===== src/hdl/lss_pkg.sv =====
// Package of shared types and constants for the loop and subroutine stack.
package lss_pkg;

  localparam int unsigned VAR_COUNT = 32;

  typedef enum logic [1:0] {
    CMD_FOR    = 2'd0,
    CMD_NEXT   = 2'd1,
    CMD_GOSUB  = 2'd2,
    CMD_RETURN = 2'd3
  } cmd_t;

  localparam logic [2:0] STAT_OK         = 3'd0;
  localparam logic [2:0] STAT_FOR_OVF    = 3'd1;
  localparam logic [2:0] STAT_NEXT_NOFOR = 3'd2;
  localparam logic [2:0] STAT_GOSUB_OVF  = 3'd3;
  localparam logic [2:0] STAT_RET_NOSUB  = 3'd4;

  typedef struct packed {
    cmd_t               command;
    logic [4:0]         var_index;
    logic               next_named;
    logic signed [15:0] current_value;
    logic signed [15:0] limit_value;
    logic signed [15:0] step_value;
    logic [15:0]        return_line;
    logic [15:0]        return_pos;
  } in_t;

  typedef struct packed {
    logic [2:0]         status;
    logic               write_var;
    logic signed [15:0] var_value;
    logic               loop_done;
    logic               jump;
    logic               resume_in_place;
    logic [15:0]        jump_line;
    logic [15:0]        jump_pos;
    logic               stop_run;
  } out_t;

  typedef struct packed {
    logic [4:0]         var_idx;
    logic signed [15:0] limit;
    logic signed [15:0] step;
    logic [15:0]        ret_line;
    logic [15:0]        ret_pos;
  } frame_t;

  typedef struct packed {
    logic [15:0] ret_line;
    logic [15:0] ret_pos;
  } call_frame_t;

  typedef enum logic [1:0] {
    ST_IDLE,
    ST_SCAN,
    ST_EMIT
  } state_t;

  typedef struct packed {
    logic load;
    logic scan;
    logic emit;
  } ctl_t;

  typedef struct packed {
    logic scan_hit;
    logic scan_end;
  } sts_t;

endpackage


===== src/hdl/lss_ram.sv =====
// Generic single-port-write, single-port-read RAM with registered read data.
module lss_ram #(
  parameter int WIDTH = 32,
  parameter int DEPTH = 16
) (
  input  logic                     clk,
  input  logic                     we,
  input  logic [$clog2(DEPTH)-1:0] waddr,
  input  logic [WIDTH-1:0]         wdata,
  input  logic [$clog2(DEPTH)-1:0] raddr,
  output logic [WIDTH-1:0]         rdata_r
);

  logic [WIDTH-1:0] mem [DEPTH];

  always_ff @(posedge clk) begin
    if (we) begin
      mem[waddr] <= wdata;
    end
    rdata_r <= mem[raddr];
  end

endmodule


===== src/hdl/lss_ctrl.sv =====
// Controller state machine sequencing accept, frame search and result commit.
module lss_ctrl (
  input  logic              clk,
  input  logic              rst_n,
  input  logic              in_valid,
  input  lss_pkg::cmd_t     in_cmd,
  output logic              in_ready,
  output logic              out_valid,
  input  logic              out_ready,
  input  lss_pkg::sts_t     sts,
  output lss_pkg::ctl_t     ctl
);

  lss_pkg::state_t state_r, state_nxt;
  logic out_valid_r, out_valid_nxt;

  always_comb begin
    state_nxt = state_r;
    unique case (state_r)
      lss_pkg::ST_IDLE: begin
        if (in_valid) begin
          if (in_cmd == lss_pkg::CMD_FOR || in_cmd == lss_pkg::CMD_NEXT) begin
            state_nxt = lss_pkg::ST_SCAN;
          end else begin
            state_nxt = lss_pkg::ST_EMIT;
          end
        end
      end
      lss_pkg::ST_SCAN: begin
        if (sts.scan_hit || sts.scan_end) begin
          state_nxt = lss_pkg::ST_EMIT;
        end
      end
      lss_pkg::ST_EMIT: begin
        if (!out_valid_r || out_ready) begin
          state_nxt = lss_pkg::ST_IDLE;
        end
      end
      default: state_nxt = lss_pkg::ST_IDLE;
    endcase
  end

  always_comb begin
    ctl.load = (state_r == lss_pkg::ST_IDLE) && in_valid;
    ctl.scan = (state_r == lss_pkg::ST_SCAN);
    ctl.emit = (state_r == lss_pkg::ST_EMIT) && (!out_valid_r || out_ready);
    in_ready = (state_r == lss_pkg::ST_IDLE);
    out_valid = out_valid_r;
    if (ctl.emit) begin
      out_valid_nxt = 1'b1;
    end else if (out_ready) begin
      out_valid_nxt = 1'b0;
    end else begin
      out_valid_nxt = out_valid_r;
    end
  end

  always_ff @(posedge clk) begin
    if (!rst_n) begin
      state_r     <= lss_pkg::ST_IDLE;
      out_valid_r <= 1'b0;
    end else begin
      state_r     <= state_nxt;
      out_valid_r <= out_valid_nxt;
    end
  end

endmodule


===== src/hdl/lss_datapath.sv =====
// Datapath holding the stack pointers, frame memories, search and result logic.
module lss_datapath #(
  parameter int LOOP_DEPTH = 16,
  parameter int CALL_DEPTH = 16
) (
  input  logic           clk,
  input  logic           rst_n,
  input  lss_pkg::in_t   in_data,
  input  lss_pkg::ctl_t  ctl,
  output lss_pkg::sts_t  sts,
  output lss_pkg::out_t  out_data
);

  localparam int LI = $clog2(LOOP_DEPTH);
  localparam int LT = $clog2(LOOP_DEPTH + 1);
  localparam int CI = $clog2(CALL_DEPTH);
  localparam int CT = $clog2(CALL_DEPTH + 1);
  localparam int FW = $bits(lss_pkg::frame_t);
  localparam int CW = $bits(lss_pkg::call_frame_t);

  lss_pkg::in_t        item_r;
  lss_pkg::frame_t     frame_r;
  lss_pkg::out_t       out_r;
  lss_pkg::out_t       res;
  logic [LT-1:0]       loop_top_r, loop_top_nxt;
  logic [CT-1:0]       call_top_r, call_top_nxt;
  logic [LT-1:0]       cnt_r, cnt_dec;
  logic [LI-1:0]       rd_idx_r, k_r, lraddr, lwaddr;
  logic                pend_r, found_r;
  logic                use_name, match;
  lss_pkg::in_t        in_red;
  logic [FW-1:0]       lrdata;
  lss_pkg::frame_t     lrd, lwdata;
  logic                lwe, cwe;
  logic [CI-1:0]       craddr, cwaddr;
  logic [CT-1:0]       ctop_dec;
  logic [CW-1:0]       crdata;
  lss_pkg::call_frame_t crd, cwdata;
  logic [LT-1:0]       base, f_cnt;
  logic signed [16:0]  sum, lim17;
  logic                ovf, fin;

  lss_ram #(.WIDTH(FW), .DEPTH(LOOP_DEPTH)) u_loop_ram (
    .clk     (clk),
    .we      (lwe),
    .waddr   (lwaddr),
    .wdata   (lwdata),
    .raddr   (lraddr),
    .rdata_r (lrdata)
  );

  lss_ram #(.WIDTH(CW), .DEPTH(CALL_DEPTH)) u_call_ram (
    .clk     (clk),
    .we      (cwe),
    .waddr   (cwaddr),
    .wdata   (cwdata),
    .raddr   (craddr),
    .rdata_r (crdata)
  );

  assign lrd = lss_pkg::frame_t'(lrdata);
  assign crd = lss_pkg::call_frame_t'(crdata);

  always_comb begin
    in_red = in_data;
    if ({4'b0, in_data.var_index} >= 9'(lss_pkg::VAR_COUNT)) begin
      in_red.var_index = 5'({4'b0, in_data.var_index} - 9'(lss_pkg::VAR_COUNT));
    end
  end

  always_comb begin
    use_name = (item_r.command == lss_pkg::CMD_FOR) || item_r.next_named;
    match    = pend_r && (!use_name || (lrd.var_idx == item_r.var_index));
    sts.scan_hit = match;
    sts.scan_end = !match && !pend_r && (cnt_r == '0);
    cnt_dec  = cnt_r - LT'(1);
    lraddr   = cnt_dec[LI-1:0];
    ctop_dec = call_top_r - CT'(1);
    craddr   = ctop_dec[CI-1:0];
    cwaddr   = call_top_r[CI-1:0];
  end

  always_comb begin
    res          = '0;
    loop_top_nxt = loop_top_r;
    call_top_nxt = call_top_r;
    lwe          = 1'b0;
    cwe          = 1'b0;
    base         = found_r ? LT'(k_r) : loop_top_r;
    f_cnt        = LT'(k_r) + LT'(1);
    lwaddr       = base[LI-1:0];
    lwdata.var_idx  = item_r.var_index;
    lwdata.limit    = item_r.limit_value;
    lwdata.step     = item_r.step_value;
    lwdata.ret_line = item_r.return_line;
    lwdata.ret_pos  = item_r.return_pos;
    cwdata.ret_line = item_r.return_line;
    cwdata.ret_pos  = item_r.return_pos;
    sum   = 17'(item_r.current_value) + 17'(frame_r.step);
    lim17 = 17'(frame_r.limit);
    ovf   = sum[16] != sum[15];
    fin   = ovf || (frame_r.step > 16'sd0 && sum > lim17) ||
            (frame_r.step < 16'sd0 && sum < lim17);
    unique case (item_r.command)
      lss_pkg::CMD_FOR: begin
        res.write_var = 1'b1;
        res.var_value = item_r.current_value;
        loop_top_nxt  = base;
        if (base >= LT'(LOOP_DEPTH)) begin
          res.status = lss_pkg::STAT_FOR_OVF;
        end else begin
          lwe          = ctl.emit;
          loop_top_nxt = base + LT'(1);
        end
      end
      lss_pkg::CMD_NEXT: begin
        if (!found_r) begin
          res.status = lss_pkg::STAT_NEXT_NOFOR;
        end else begin
          res.write_var = 1'b1;
          res.var_value = ovf ? item_r.current_value : sum[15:0];
          loop_top_nxt  = f_cnt;
          if (fin) begin
            loop_top_nxt  = LT'(k_r);
            res.loop_done = 1'b1;
          end else if (frame_r.ret_line == 16'd0) begin
            res.resume_in_place = 1'b1;
            res.jump_pos        = frame_r.ret_pos;
          end else begin
            res.jump      = 1'b1;
            res.jump_line = frame_r.ret_line;
            res.jump_pos  = frame_r.ret_pos;
          end
        end
      end
      lss_pkg::CMD_GOSUB: begin
        if (call_top_r >= CT'(CALL_DEPTH)) begin
          res.status = lss_pkg::STAT_GOSUB_OVF;
        end else begin
          cwe          = ctl.emit;
          call_top_nxt = call_top_r + CT'(1);
        end
      end
      lss_pkg::CMD_RETURN: begin
        if (call_top_r == '0) begin
          res.status = lss_pkg::STAT_RET_NOSUB;
        end else begin
          call_top_nxt = ctop_dec;
          if (crd.ret_line == 16'd0) begin
            res.stop_run = 1'b1;
          end else begin
            res.jump      = 1'b1;
            res.jump_line = crd.ret_line;
            res.jump_pos  = crd.ret_pos;
          end
        end
      end
      default: res = '0;
    endcase
  end

  always_ff @(posedge clk) begin
    if (!rst_n) begin
      loop_top_r <= '0;
      call_top_r <= '0;
      pend_r     <= 1'b0;
      found_r    <= 1'b0;
      cnt_r      <= '0;
    end else if (ctl.load) begin
      cnt_r   <= loop_top_r;
      pend_r  <= 1'b0;
      found_r <= 1'b0;
    end else if (ctl.scan) begin
      if (match) begin
        found_r <= 1'b1;
      end
      pend_r <= (cnt_r != '0);
      if (cnt_r != '0) begin
        cnt_r <= cnt_dec;
      end
    end else if (ctl.emit) begin
      loop_top_r <= loop_top_nxt;
      call_top_r <= call_top_nxt;
    end
  end

  always_ff @(posedge clk) begin
    if (ctl.load) begin
      item_r <= in_red;
    end
    if (ctl.scan) begin
      if (cnt_r != '0) begin
        rd_idx_r <= lraddr;
      end
      if (match) begin
        k_r     <= rd_idx_r;
        frame_r <= lrd;
      end
    end
    if (ctl.emit) begin
      out_r <= res;
    end
  end

  assign out_data = out_r;

endmodule


===== src/hdl/loop_and_subroutine_stack.sv =====
// Top level of the loop-frame stack and return stack of a BASIC control unit.
//
// An item enters on in_data with in_valid/in_ready and carries one FOR, NEXT,
// GOSUB or RETURN statement. Each item produces exactly one result item on
// out_data with out_valid/out_ready, in order.
// GOSUB and RETURN go from the accept straight to loading their result.
// FOR and NEXT search the loop frames from the top down through the loop
// frame memory, one frame per cycle, and load their result once a frame
// matches or the search has passed the bottom of the stack. One item is in
// work at a time; the input is ready again in the cycle after the result is
// loaded. A new item is accepted even if the receiver has not taken the
// previous result yet.
// While the receiver stalls, the block holds its result and finishes at most
// one further item, which then waits for the output slot.
// A synchronous reset empties both stacks at once; the frame memories
// themselves are not cleared and need no clearing pass.
module loop_and_subroutine_stack #(
  parameter int LOOP_DEPTH = 16,
  parameter int CALL_DEPTH = 16
) (
  input  logic          clk,
  input  logic          rst_n,
  input  logic          in_valid,
  output logic          in_ready,
  input  lss_pkg::in_t  in_data,
  output logic          out_valid,
  input  logic          out_ready,
  output lss_pkg::out_t out_data
);

  lss_pkg::ctl_t ctl;
  lss_pkg::sts_t sts;

  lss_ctrl u_ctrl (
    .clk       (clk),
    .rst_n     (rst_n),
    .in_valid  (in_valid),
    .in_cmd    (in_data.command),
    .in_ready  (in_ready),
    .out_valid (out_valid),
    .out_ready (out_ready),
    .sts       (sts),
    .ctl       (ctl)
  );

  lss_datapath #(
    .LOOP_DEPTH (LOOP_DEPTH),
    .CALL_DEPTH (CALL_DEPTH)
  ) u_datapath (
    .clk      (clk),
    .rst_n    (rst_n),
    .in_data  (in_data),
    .ctl      (ctl),
    .sts      (sts),
    .out_data (out_data)
  );

endmodule


===== config.mk =====
export PLATFORM = sky130hd
export DESIGN_NAME = loop_and_subroutine_stack
export DESIGN_NICKNAME = d
export VERILOG_FILES = /design/src/hdl/lss_pkg.sv /design/src/hdl/lss_ram.sv /design/src/hdl/lss_ctrl.sv /design/src/hdl/lss_datapath.sv /design/src/hdl/loop_and_subroutine_stack.sv
export SDC_FILE = /design/constraint.sdc
export NUM_CORES = 2
export LEC_CHECK = 0
export BUFFER_PORTS_ARGS = -buffer_cell sky130_fd_sc_hd__buf_4
export CAP_MARGIN = 40
export CORE_MARGIN = 2
export CORE_UTILIZATION = 56
export CTS_CLUSTER_SIZE = 40
export DETAILED_ROUTE_END_ITERATION = 16
export PLACE_DENSITY = 0.73
export SETUP_SLACK_MARGIN = 0.2
export SLEW_MARGIN = 25
export SYNTH_ARGS = -nofsm -noshare
export SYNTH_HDL_FRONTEND = slang
export SYNTH_HIERARCHICAL = 1
export SYNTH_SLANG_ARGS = --single-unit
export TNS_END_PERCENT = 1

===== constraint.sdc =====
create_clock -name clk -period 8.8 [get_ports clk]
set_input_delay 0.44 -clock clk [delete_from_list [all_inputs] [get_ports clk]]
set_output_delay 0.44 -clock clk [all_outputs]
set_load 0.02 [all_outputs]

==> impl_results.md <==
- I/O Buffers: 149
- Worst IR Drop VDD: 0.201 mV
- Vias post-DR: 35000
- CTS tree: yes
- Worst slew margin: 0.362
- Register area share after synthesis: 0.792
- Synth Area per Inst: 22.0 µm²
- Crit path time final: 5730 ps
- Non-Filler Instances: 5597
- Mapped Cells: 3293
- Max Clock Freq: 175 MHz
- Initial drt markers: 4236
- Setup Skew: 41.4 ps
- Clk slew on worst S/H paths: 60 ps
- Hold WC Path Type: input port to register
- Global router's overall resource usage: 0.248
- WL/cell: 29.0 µm
- R2R Setup Slk: 3070 ps
- RSZ-0062 raised after global routing: false
- Critical path capture point type: register
- Clock Tree Root: clkbuf_16
- Synth warnings: 6
- Gpl congestion: 0.839
- Max Cap Viol: 0
- Starting Density: 0.562
- Drt pass-1 iters: 5
- Clock Sinks: 1953
- Final Cycle Share: 0.651
- Boundary Pins: 150
- CTS Buf Count: 188
- Dpl hpwl: 86400 µm
- Maximum fanout along the worst path: 19
- Synth Flop Type: edfxtp_1
- Max-slew violations: 0
- Hold Crit Depth: 2
- First-pass GRT wire length: 236000 µm
- Post-Place Cells: 5145
- Leakage: 27.9 nW
- Largest net degree at the start of global routing: 117
- CP Class: register to register
- CTS H-tree lvls: 4
- Async SR Flop Fraction: 0
- Number of global-route vias before repair: 35800
- Cell taking the most area after synthesis: edfxtp_1
- Die Ht: 364 µm
- Mapped Nets: 3425
- Rows: 132
- Final Hold Vio Count: 0
- Vias per cell: 6.25
- Pwr Density: 223 nW/µm²
- Die ar.: 132000 µm²
- Worst Tran Pin Value: 957 ps
- Area share of the largest cell type after synthesis: 0.759
- Setup crit start kind: register
- Later-pin clock latency in the skew report: 820 ps
- Share of cells above drive strength 1: 0.268
- Nets: 3827
- Clock Path Buffers: 3
- Post-synthesis register bit count: 1953
- Setup violators final: 0
- Fillers: 8164
- Gr ovfl total: 0
- Status: complete, no violations
- # resized after CTS: 0
- Core area: 129000 µm²
- Post-synth EDFFs: 1832
- Arr. time, crit path: 6280 ps
- Initial antenna violation count: 2
- Final WL: 162000 µm
- Antenna-violating nets left: 0
- Die Wd: 364 µm
- Ranking of synthesized cells by area: edfxtp_1 76%, mux4_2 12%, dfxtp_1 3.3%
- Synth cell types: 73
- TNS Setup: 0 ps
- Register-to-Register Path Depth: 19
- Area grow syn2layout: 15.6%
- Synthesized area: 72500 µm²
- DRC errors left: 0
- CP Data Required Time: 9350 ps
state kept, by name (all words and copies together), names as in the netlist:
signal	flops
u_datapath/u_loop_ram/mem	1104
u_datapath/u_call_ram/mem	512
u_datapath/u_loop_ram/rdata_r	69
u_datapath/frame_r	64
u_datapath/item_r	56
u_datapath/out_data	56
u_datapath/cwdata	32
u_datapath/u_call_ram/rdata_r	32
u_datapath/call_top_r	5
u_datapath/cnt_r	5
u_datapath/loop_top_r	5
u_datapath/k_r	4
u_datapath/rd_idx_r	4
u_ctrl/state_r	2
u_ctrl/out_valid	1
u_datapath/found_r	1
u_datapath/pend_r	1
cell families (layout without fill, tap and decap cells):
family | after synthesis | after routing | share of synthesized area
and+or+nand+nor | 322 | 322 | 0.0218
adders and majority gates | 40 | 40 | 0.00701
AOI/OAI and AO/OA | 345 | 345 | 0.0352
muxes | 411 | 411 | 0.127
xor gates and xnor gates | 32 | 32 | 0.00397
DFF | 1953 | 1953 | 0.792
other | 0 | 1 | 0
buffers and inverters | 190 | 751 | 0.0134
cells in the final DEF (no fill, tap or decap), types with 28 or more instances in the layout:
cell	instances
dfxtp_1	121
inv_1	28
a22oi_1	203
nand2_1	134
edfxtp_1	1832
nor2_1	29
clkbuf_16	191
clkbuf_1	42
buf_8	31
buf_4	218
mux4_2	401
ha_1	39
clkinv_2	42
a22o_1	44
dlygate4sd3_1	92
a21oi_1	30
cell usage after synthesis, types with 3 or more instances:
cell type	instances
edfxtp_1	1832
mux4_2	401
a22oi_1	203
nand2_1	134
dfxtp_1	121
clkbuf_1	64
nor2_1	56
a22o_1	44
ha_1	39
buf_2	33
inv_1	32
a21oi_1	30
buf_4	22
buf_1	21
o21ai_0	20
xnor2_1	20
and2_1	18
nor3_1	17
buf_6	16
nand3_1	16
nor2b_1	15
nor4_1	14
xor2_1	11
nand2b_1	9
nand4_1	8
and3_1	6
nor3b_1	6
o31ai_1	6
a211oi_1	5
a21o_1	5
nand3b_1	5
a21boi_0	4
a31oi_1	4
mux2_2	4
mux2i_1	3
mux4_1	3
or3b_2	3
final cells by class:
type                    instances  area, µm²  share of cell area
flip-flops and latches       1953      57400               0.685
multi-input cells            1150      14400               0.172
clock buffers                 259       5300              0.0631
repair buffers                369       3670              0.0437
well taps                    1742       2180              0.0260
clock inverters                90        713             0.00851
inverters                      33        149             0.00178
diodes                          1       2.50           0.0000298
metrics by stage:
step	utilization	instance area [µm²]	total power [mW]	hold slack, ps	worst slack, ps
after detailed placement	0.595	76700	11.1	389	3090
after CTS	0.648	83600	18.8	295	3080
after floorplan	-	72500	10.8	386	487
after global routing	0.650	83900	19.2	326	2590
final	0.650	83900	18.7	348	3070
after global placement	0.588	75900	11.1	386	3170
power breakdown:
part	switching [mW]	internal, mW	leakage [nW]
sequential	0.125	10.3	17.6
combinational	0.317	0.227	7.39
clock	3.38	4.40	2.97
total	3.82	14.9	27.9
metal layers:
metal  part of all wire  GRT usage  vias to the layer above  wire [µm]
met5                  0          0                        -          0
met3              0.078     0.0462                      310      12700
met4              0.034     0.0920                        0       5560
met1               0.38      0.332                    18500      61800
met2               0.51      0.410                     1575      82000
li1                   -          -                    14600          -
path summary, 6_finish.rpt:
check                                                 start                                 to
setup / recovery           u_datapath/frame_r[32]$_DFFE_PP_  u_datapath/out_data[34]$_DFFE_PP_
setup reg to reg           u_datapath/frame_r[32]$_DFFE_PP_  u_datapath/out_data[34]$_DFFE_PP_
hold / removal                                  in_data[52]    u_datapath/item_r[52]$_DFFE_PP_
hold reg to reg   u_datapath/u_loop_ram/rdata_r[22]$_DFF_P_   u_datapath/frame_r[22]$_DFFE_PP_
critical path: stages (launching register included):
cell,delay (ps)
edfxtp_1,400
ha_1,240
fa_1,430
a211oi_1,360
nor3_1,130
o31ai_1,440
nor2b_1,250
o21ai_0,100
a21oi_1,180
xnor2_1,110
ha_1,320
nand4_1,120
nor4_1,500
o31ai_1,150
and4b_1,260
nor4_2,490
nor4_4,80
buf_4,250
and2_1,370
or2_1,290
repair_timing:
item                      in CTS  in global routing
hold endpoints to repair     108                  0
buffers inserted               0                  0
hold buffers                  92                  0
Note: power is estimated with default switching activity, not from simulation.
